### config.mk
export PLATFORM = sky130hd
export DESIGN_NAME = dustflx_wet_factor
export DESIGN_NICKNAME = d
export VERILOG_FILES = /design/src/rtl/core/dustflx_pkg.sv /design/src/rtl/core/dustflx_wet_factor.sv
export SDC_FILE = /design/constraint.sdc
export NUM_CORES = 1
export LEC_CHECK = 0
export BUFFER_PORTS_ARGS = -buffer_cell sky130_fd_sc_hd__buf_2
export CAP_MARGIN = 20
export CORE_ASPECT_RATIO = 0.9
export CORE_MARGIN = 5
export CORE_UTILIZATION = 30
export CTS_CLUSTER_SIZE = 28
export DETAILED_ROUTE_END_ITERATION = 6
export GPL_ROUTABILITY_DRIVEN = 0
export PLACE_DENSITY = 0.45
export SETUP_SLACK_MARGIN = 0.5
export SYNTH_ARGS = -nofsm -noshare
export SYNTH_HDL_FRONTEND = slang
export SYNTH_SLANG_ARGS = --single-unit
export TNS_END_PERCENT = 10
### constraint.sdc
create_clock -name clk -period 13.05 [get_ports clk]
set_input_delay 1.9575 -clock clk [delete_from_list [all_inputs] [get_ports clk]]
set_output_delay 1.9575 -clock clk [all_outputs]
set_load 0.1 [all_outputs]
### src/rtl/core/dustflx_pkg.sv
// Package for the dust emission flux cell: widths, fixed-point constants,
// the log2 table and the channel payload types. No dependencies.
package dustflx_pkg;

	localparam int WIND_W     = 16;
	localparam int WET_W      = 16;
	localparam int ERO_W      = 16;
	localparam int PRIOR_W    = 48;
	localparam int EMIS_W     = 48;
	localparam int BASE_W     = 16;
	localparam int TUNE_W     = 32;
	localparam int CFG_IDX_W  = 8;
	localparam int CFG_DATA_W = 32;

	localparam int ACCUM_BITS_DEF = 48;
	localparam int NUM_STAGES     = 9;

	localparam int LOG_EXP_W   = 4;
	localparam int LOG_TAB_W   = 17;
	localparam int LOG_LO_W    = 16;
	localparam int LOG_DIFF_W  = 12;
	localparam int LOG_FRAC_W  = 10;
	localparam int LOG_N_W     = 21;
	localparam int SLOPE_W     = 28;
	localparam int FAC_PROD_W  = 49;
	localparam int FACTOR_W    = 17;
	localparam int THRESH_W    = 33;
	localparam int SQ_W        = 2 * WIND_W;
	localparam int DU_W        = 32;
	localparam int A_W         = TUNE_W + ERO_W;
	localparam int B_W         = SQ_W + DU_W;
	localparam int HALF_W      = 32;
	localparam int PROD_W      = A_W + B_W;
	localparam int FLUX_SHIFT  = 56;
	localparam int FLUX_W      = PROD_W - FLUX_SHIFT;

	localparam logic [WET_W-1:0]      WET_LIMIT         = 16'd13107;
	localparam logic [WET_W-1:0]      DRY_FLOOR         = 16'd65;
	localparam logic [FACTOR_W-1:0]   FACTOR_AT_FLOOR   = 17'd39321;
	localparam logic [FAC_PROD_W-1:0] ONE_POINT_TWO_Q48 = 49'd337769972052787;
	localparam logic [SLOPE_W-1:0]    LOG_SLOPE_Q32     = 28'd258582797;
	localparam logic [THRESH_W-1:0]   DRY_THRESHOLD_Q24 = 33'd1677721600;

	localparam logic [BASE_W-1:0] THRESHOLD_BASE_RST = 16'd622;
	localparam logic [TUNE_W-1:0] EMIS_COEF_RST      = 32'd263882;

	// round(2^16 * log2(1 + k/32)), k = 0..32
	localparam logic [LOG_TAB_W-1:0] LOG2_TAB [33] = '{
		17'd0,     17'd2909,  17'd5732,  17'd8473,  17'd11136, 17'd13727, 17'd16248,
		17'd18704, 17'd21098, 17'd23433, 17'd25711, 17'd27936, 17'd30109, 17'd32234,
		17'd34312, 17'd36346, 17'd38336, 17'd40286, 17'd42196, 17'd44068, 17'd45904,
		17'd47705, 17'd49472, 17'd51207, 17'd52911, 17'd54584, 17'd56229, 17'd57845,
		17'd59434, 17'd60997, 17'd62534, 17'd64047, 17'd65536
	};

	typedef enum logic [CFG_IDX_W-1:0] {
		CFG_THRESHOLD_BASE = 8'd0,
		CFG_EMIS_COEF      = 8'd1
	} cfg_reg_t;

	typedef struct packed {
		logic [WIND_W-1:0]  wind_10m;
		logic [WET_W-1:0]   soil_wetness;
		logic [ERO_W-1:0]   erodibility;
		logic [PRIOR_W-1:0] prior_emission;
	} cell_req_t;

	typedef struct packed {
		logic [EMIS_W-1:0] new_emission;
		logic              emitting;
		logic              saturated;
	} emis_resp_t;

	typedef struct packed {
		logic [CFG_IDX_W-1:0]  index;
		logic [CFG_DATA_W-1:0] data;
	} cfg_req_t;

endpackage

### src/rtl/core/dustflx_wet_factor.sv
// Three-stage wetness factor 1.2 + 0.2*log10(max(0.001, w)) in Q16:
// normalize and table lookup, interpolate, scale. Uses dustflx_pkg.
module dustflx_wet_factor import dustflx_pkg::*; (
	input  logic                clk,
	input  logic [2:0]          en,
	input  logic [WET_W-1:0]    soil_wetness,
	output logic                wet_s3,
	output logic [FACTOR_W-1:0] factor_s3
);

	logic [LOG_EXP_W-1:0]  msb;
	logic [WET_W-1:0]      norm;
	logic [4:0]            k;
	logic [LOG_TAB_W-1:0]  tab_lo;
	logic [LOG_TAB_W-1:0]  tab_hi;

	logic                  wet_s1;
	logic                  flr_s1;
	logic [LOG_EXP_W-1:0]  msb_s1;
	logic [LOG_LO_W-1:0]   lo_s1;
	logic [LOG_DIFF_W-1:0] diff_s1;
	logic [LOG_FRAC_W-1:0] frac_s1;

	logic [LOG_DIFF_W+LOG_FRAC_W-1:0] interp;
	logic [LOG_TAB_W-1:0]  lg;
	logic [LOG_N_W-1:0]    nlog;

	logic                  wet_s2;
	logic                  flr_s2;
	logic [LOG_N_W-1:0]    nlog_s2;

	logic [FAC_PROD_W-1:0] nprod;
	logic [FAC_PROD_W-1:0] fac_full;

	// stage 1: leading one, normalize, table pair
	always_comb begin
		msb = '0;
		for (int i = 1; i < WET_W; i++) begin
			if (soil_wetness[i]) msb = LOG_EXP_W'(i);
		end
		norm   = soil_wetness << (4'd15 - msb);
		k      = norm[14:10];
		tab_lo = LOG2_TAB[{1'b0, k}];
		tab_hi = LOG2_TAB[{1'b0, k} + 6'd1];
	end

	always_ff @(posedge clk) begin
		if (en[0]) begin
			wet_s1  <= (soil_wetness <= WET_LIMIT);
			flr_s1  <= (soil_wetness <= DRY_FLOOR);
			msb_s1  <= msb;
			lo_s1   <= LOG_LO_W'(tab_lo);
			diff_s1 <= LOG_DIFF_W'(tab_hi - tab_lo);
			frac_s1 <= norm[LOG_FRAC_W-1:0];
		end
	end

	// stage 2: interpolate, n = -log2(w) in Q16
	always_comb begin
		interp = diff_s1 * frac_s1;
		lg     = {1'b0, lo_s1} + LOG_TAB_W'(interp[LOG_DIFF_W+LOG_FRAC_W-1:LOG_FRAC_W]);
		nlog   = {5'd16 - {1'b0, msb_s1}, 16'd0} - {{(LOG_N_W-LOG_TAB_W){1'b0}}, lg};
	end

	always_ff @(posedge clk) begin
		if (en[1]) begin
			wet_s2  <= wet_s1;
			flr_s2  <= flr_s1;
			nlog_s2 <= nlog;
		end
	end

	// stage 3: scale by 0.2*log10(2) and offset by 1.2
	always_comb begin
		nprod    = {{(FAC_PROD_W-LOG_N_W){1'b0}}, nlog_s2}
			* {{(FAC_PROD_W-SLOPE_W){1'b0}}, LOG_SLOPE_Q32};
		fac_full = ONE_POINT_TWO_Q48 - nprod;
	end

	always_ff @(posedge clk) begin
		if (en[2]) begin
			wet_s3    <= wet_s2;
			factor_s3 <= flr_s2 ? FACTOR_AT_FLOOR : fac_full[FAC_PROD_W-1:32];
		end
	end

endmodule

Word level (Yosys, flattened, before mapping). Memory sizes are Yosys's and may differ from the RTL's. Index checks and enable logic that the tools add are counted.

Bits in read-only memories: 2176. Bits of input ports: 20. Memories: 2. Flip-flop bits (word level): 85. Logic and storage cells: 48. Output and inout bits: 18.

Memory list: (no name shown) (depth 64, bits a word 17, rd ports 1, clocked after Yosys merged registers in 0, wr ports 0, RTL line dustflx_wet_factor.sv:44) `tab_hi = LOG2_TAB[{1'b0, k} + 6'd1];`; (no name shown) (depth 64, bits a word 17, rd ports 1, clocked after Yosys merged registers in 0, wr ports 0, RTL line dustflx_wet_factor.sv:43) `tab_lo = LOG2_TAB[{1'b0, k}];`.

Mux-type cells: 19. Shifts and indexed selects: 1. Bitwise gates (word level): 2. Add/sub/neg operators: 7. $lt $le $gt $ge: 4. $mul: 2.

Operators with widths (number): 4-bit 2-to-1 mux (14); 21-bit by 28-bit multiplier with 49-bit output, second input constant (1); 49-bit subtractor, first input constant (1); 16-bit 2-to-1 mux (2); 12-bit 2-to-1 mux (2); 12-bit by 10-bit multiplier with 22-bit output (1); 21-bit by 17-bit subtractor with 21-bit output (1); 16-bit by 12-bit adder with 17-bit output (1); 16-bit by 14-bit <= comparator with 1-bit output, second input constant (1); 16-bit by 7-bit <= comparator with 1-bit output, second input constant (1); 16-bit by 4-bit << shifter with 15-bit output (1); 7-bit greater-or-equal comparator, second input constant (2); 12-bit subtractor (1); 5-bit inverter with 7-bit output (1); 6-bit inverter with 7-bit output (1); 5-bit by 1-bit adder with 6-bit output, second input constant (1); 5-bit by 4-bit subtractor with 5-bit output, first input constant (1); 4-bit subtractor, first input constant (1); 1-bit 2-to-1 mux (1).

Logic depth before layout (Yosys ltp).
Word-level depth: 23. Depth in mapped cells: 33.

Worst setup path after synthesis. OpenSTA, ideal clock, no wires.

Path kind: input port to flip-flop. Start: input port soil_wetness[13]. End: register diff_s1[11] (data pin). Path slack: 4.970 ns. Arrival: 7.821 ns. Library setup time: 0.259 ns. Path buffers: 6. Cell stages on the path: 27. Data required time: 12.791 ns. Path through: buf_2 or4_1 buf_2 nor2_4 o31ai_1 o31ai_4 inv_2 buf_1 ha_1 ha_1 clkbuf_1 clkbuf_1 clkbuf_1 a21oi_1 a211oi_1 nor3_1 ha_1 o21ai_0 a21boi_0 o21ai_0 a21oi_1 a21oi_1 o21bai_1 a2111oi_0 nor3_1 xor2_1 xnor2_1.

Cells in the longest elaborated chain, start to end: 11. Elaborated cells on any way between the ends: 15. Those cells by class: add/sub (3); shift (1); mux (7); bitwise (2); memory (2).

Ends and longest elaborated chain: start, declared (RTL line dustflx_wet_factor.sv:6) `input logic [WET_W-1:0] soil_wetness,`; 4-bit 2-to-1 mux (3 in a row) (RTL line dustflx_wet_factor.sv:39) `if (soil_wetness[i]) msb = LOG_EXP_W'(i);`; 4-bit subtractor (RTL line dustflx_wet_factor.sv:41) `norm = soil_wetness << (4'd15 - msb);`; 16-bit by 4-bit << shifter with 15-bit output (*) (RTL line dustflx_wet_factor.sv:41); 5-bit by 1-bit adder with 6-bit output (RTL line dustflx_wet_factor.sv:44); 6-bit inverter with 7-bit output (implied by the code) (RTL line dustflx_wet_factor.sv:44); memory 64 x 17 bit; 12-bit 2-to-1 mux (implied by the code) (2 in a row) (RTL line dustflx_wet_factor.sv:44); 12-bit subtractor (*) (RTL line dustflx_wet_factor.sv:53) `diff_s1 <= LOG_DIFF_W'(tab_hi - tab_lo);`; end signal, assigned (RTL line dustflx_wet_factor.sv:53); end, declared (RTL line dustflx_wet_factor.sv:21) `logic [LOG_DIFF_W-1:0] diff_s1;`.

Every way passes the cells marked *; elsewhere a longest branch is shown, timed or not. The select of a mux whose other input is x is not followed. A chain may end at the register's enable or synchronous reset.

Worst setup path after layout.
Start: input port soil_wetness[3]. End: register diff_s1[11] (data pin).

Cells in the longest elaborated chain, start to end: 21. Elaborated cells on any way between the ends: 25. Those cells by class: add/sub (3); shift (1); mux (17); bitwise (2); memory (2).

Ends and longest elaborated chain: 4-bit 2-to-1 mux (*) (13 in a row) (RTL line dustflx_wet_factor.sv:39); net msb[1] (RTL line dustflx_wet_factor.sv:11) `logic [LOG_EXP_W-1:0] msb;`; 4-bit subtractor (*) (RTL line dustflx_wet_factor.sv:41); 16-bit by 4-bit << shifter with 15-bit output (*) (RTL line dustflx_wet_factor.sv:41); 5-bit by 1-bit adder with 6-bit output (RTL line dustflx_wet_factor.sv:44); 6-bit inverter with 7-bit output (implied by the code) (RTL line dustflx_wet_factor.sv:44); memory 64 x 17 bit; 12-bit 2-to-1 mux (implied by the code) (2 in a row) (RTL line dustflx_wet_factor.sv:44); 12-bit subtractor (*) (RTL line dustflx_wet_factor.sv:53).

The timed path passes the listed nets; every way through them passes the cells marked *. The select of a mux whose other input is x is not followed.

==> results.txt <==
* Final max-slew violation count: 0
- Measured against the total synthesized area, the mux share comes to 0.00711.
* Setup TNS after final layout: 0 ps
- Average via count per standard cell: 4.68
- Routed vias: 14300
* Number of antenna violations at the first check in global routing: 1
- For the worst setup path, the data arrival time is 9460 ps.
- Setup repair after global routing left no endpoint under its margin.
* Hold buffer count at CTS: 0
* FFs w/ async S/R, synth: 0
- By instance count, the leading cell after synthesis is sky130_fd_sc_hd__inv_1.
* Worst skew pair latency: 380 ps
* Xor/xnor share of the synthesized area: 0.0263
- Number of global-route vias before repair: 15300
- Vert. Die Dim: 259 µm
- By count the netlist is led by 564 x sky130_fd_sc_hd__inv_1, 378 x sky130_fd_sc_hd__ha_1, 304 x sky130_fd_sc_hd__fa_1.
- The final number of hold-violating endpoints is 0.
- Maximum fanout along the worst path: 27
* Startpoint class of the critical path: input port
- H-tree levels: 3
- Pin count of the biggest net entering global routing: 45
- Post-synthesis to final-layout area growth: 6.69%
* Post-DR wirelength/cell: 17.0 µm
- For this design, the sink count on the clock tree is 85.
* Post-synthesis instance area: 0.0206 mm²
- Main combinational cell family by area after synthesis: adder cells
* Wire length of the first global-routing pass: 84500 µm
* Global-route usage over all layers: 0.145
- The count of buffers added on input and output ports is 37.
- Yosys attributes the largest share of cell area to sky130_fd_sc_hd__fa_1 30%, sky130_fd_sc_hd__ha_1 23%, sky130_fd_sc_hd__edfxtp_1 12%.
- Run status: finished, final reports clean
- Yosys mapped a number of flops with a built-in enable equal to 85.
- Measured along the x axis, the die boundary spans 286 µm.
* Area share of and/or/nand/nor cells after synthesis: 0.100
* Post-layout net count: 2874
* Post-synthesis compound-gate area fraction: 0.100
- The wire-length estimate of the detail-placed layout is 44000 µm.
- Sequential cell area in the final layout: 0.00255 mm²
- The layout has 7193 filler cells.
- In this run, post-CTS repair resized a total of 0 instances.
* Net count of the mapped netlist: 2874
- Of the post-synthesis cell area, the dominant cell type holds 0.296.
- The Yosys step of the flow raised 0 warnings.
* Layout Skew: 15.4 ps
- Core area: 0.0683 mm²
- Clock tree synthesis inserted a total of 9 buffers.
- Buffer levels on the longest clock path: 2
- The first TritonRoute pass finished after 5 iterations.
- Predominant post-synthesis flop cell: sky130_fd_sc_hd__edfxtp_1
- TritonCTS clock tree: done
* DRC violations left: 0
- Antenna Nets Post-Route: 0
- After synthesis, the mean cell area works out to 9.48 µm².
- Counting flops and latches in the post-synthesis netlist gives 85.
* Post-route clock period utilization: 0.715
- Row generation in the floorplan step produced 91 rows.
* Setup Viol. Count Final: 0
- Across the run, the number of max-cap violations was 0.
- Worst Hold Class: reg -> reg
* IO Pins: 38
- Sequential cell area fraction in the yosys report: 0.124
* Worst slew margin relative to its limit: 0.321
- Worst-Margin Slew: 1010 ps
- Critical path class: in -> reg
- Based on the critical path, the design can be clocked at up to 107 MHz.
- The final layout contains routed wiring with a total length of 52000 µm.
- The worst setup path is captured at a flop.
- Distinct cell type count of the synthesized netlist: 81
- Initial DRC Count: 711
- Multi-input logic area: 0.0156 mm²
- Synthesis produced 2172 cells.
* Total Die Area: 0.0740 mm²
- Tmin final: 9330 ps
* Data required time at the worst endpoint: 13180 ps
* Fraction of layout instances using a drive strength above 1: 0.0473
- Gr ovfl total: 0
* Number of buffers inserted to repair setup after CTS: 0
* Clock edge transition at the registers on the reported setup and hold paths: 80 ps
- Of the total synthesized cell area, the portion taken by full adders, half adders and majority gates is 0.525.
- The tree is rooted in a sky130_fd_sc_hd__clkbuf_16.
* Starting Density: 0.301
- Library cell occupying the most area in the post-synthesis netlist: sky130_fd_sc_hd__fa_1
-- stage by stage --
step	instance area [µm²]	utilization	cells	hold WS [ps]	setup slack [ps]
after floorplan	20600	-	2172	400	4970
after global placement	21700	0.317	3044	408	3490
after detailed placement	21700	0.317	3044	409	3440
after CTS	22000	0.321	3060	449	3850
after global routing	22000	0.321	3060	470	3040
final	22000	0.322	3061	444	3720
-- state kept, by name, summed over array words and instances (netlist names) --
register   flops
factor_s3     17
wet_s2         1
frac_s1       10
lo_s1         16
flr_s1         1
flr_s2         1
nlog_s2       21
diff_s1       12
msb_s1         4
wet_s3         1
wet_s1         1
-- final timing paths --
check | start | endpoint | slack (ps) | cells after the start
max | soil_wetness[3] | diff_s1[11] | 3720 | 28
min | wet_s2 | wet_s3 | 440 | 0
max reg2reg | nlog_s2[1] | factor_s3[16] | 4590 | 25
min reg2reg | wet_s2 | wet_s3 | 440 | 0
-- layout by cell type (no fill, tap or decap), types with 13 or more instances in the layout --
cell type / Yosys / final
sky130_fd_sc_hd__nand2_1: 114 / 114
sky130_fd_sc_hd__a211oi_1: 27 / 27
sky130_fd_sc_hd__o21ai_0: 46 / 46
sky130_fd_sc_hd__nor2_1: 83 / 83
sky130_fd_sc_hd__a21o_1: 22 / 22
sky130_fd_sc_hd__inv_1: 564 / 564
sky130_fd_sc_hd__edfxtp_1: 85 / 85
sky130_fd_sc_hd__a31oi_1: 13 / 13
sky130_fd_sc_hd__and2_1: 74 / 74
sky130_fd_sc_hd__fa_1: 304 / 304
sky130_fd_sc_hd__a21oi_1: 80 / 80
sky130_fd_sc_hd__o211ai_1: 15 / 15
sky130_fd_sc_hd__xor2_1: 18 / 18
sky130_fd_sc_hd__xnor2_1: 40 / 40
sky130_fd_sc_hd__nand3_1: 20 / 20
sky130_fd_sc_hd__nor3_1: 22 / 22
sky130_fd_sc_hd__o21bai_1: 15 / 15
sky130_fd_sc_hd__nand2b_1: 14 / 14
sky130_fd_sc_hd__ha_1: 378 / 378
sky130_fd_sc_hd__nor2b_1: 16 / 16
sky130_fd_sc_hd__o21a_1: 14 / 14
sky130_fd_sc_hd__buf_2: 10 / 37
-- critical path: stages --
cell,delay (ps)
sky130_fd_sc_hd__buf_2,140
sky130_fd_sc_hd__or2_2,330
sky130_fd_sc_hd__a211o_1,360
sky130_fd_sc_hd__a21oi_4,430
sky130_fd_sc_hd__inv_4,150
sky130_fd_sc_hd__o211ai_2,120
sky130_fd_sc_hd__a21oi_1,130
sky130_fd_sc_hd__o31ai_4,650
sky130_fd_sc_hd__inv_2,380
sky130_fd_sc_hd__ha_1,430
sky130_fd_sc_hd__ha_1,840
sky130_fd_sc_hd__clkinv_1,510
sky130_fd_sc_hd__nor2_1,200
sky130_fd_sc_hd__o21ai_0,140
sky130_fd_sc_hd__a21oi_1,250
sky130_fd_sc_hd__nor3_1,80
sky130_fd_sc_hd__ha_1,320
sky130_fd_sc_hd__nor2b_1,120
sky130_fd_sc_hd__o21ai_0,200
sky130_fd_sc_hd__a21boi_0,150
sky130_fd_sc_hd__o21ai_0,260
sky130_fd_sc_hd__a21oi_1,110
sky130_fd_sc_hd__a21oi_1,230
sky130_fd_sc_hd__o21bai_1,110
sky130_fd_sc_hd__a2111oi_0,400
sky130_fd_sc_hd__nor3_1,120
sky130_fd_sc_hd__xor2_1,180
sky130_fd_sc_hd__xnor2_1,150
-- layout make-up --
class / count / area share
antenna: 1 / 0.000114
clock buffer: 9 / 0.0103
clock inverter: 7 / 0.00302
inverter: 569 / 0.0974
multi-input combinational: 1463 / 0.712
sequential: 85 / 0.116
tap: 883 / 0.0503
timing repair buffer: 44 / 0.0108
-- cell families (layout without fill, tap and decap cells) --
family / count (synthesis) / after routing
flip-flops: 85 / 85
AO/OA/AOI/OAI: 302 / 302
AND/OR/NAND/NOR: 407 / 407
adder cells (fa/ha/maj): 682 / 682
multiplexers: 12 / 12
other: 0 / 1
buffers and inverters: 624 / 629
XOR/XNOR: 60 / 60
-- metal layers --
| layer | track usage | share of wire | wire (µm) |
|---|---|---|---|
| met4 | 0.0311 | 0.018 | 919 |
| met5 | 0 | 0 | 0 |
| met2 | 0.243 | 0.48 | 24900 |
| met3 | 0.0164 | 0.026 | 1370 |
| met1 | 0.202 | 0.48 | 24800 |
Power is left out: the tool's default activity adds up to more than one toggle a clock period on the data nets, which glitch-free logic cannot reach.
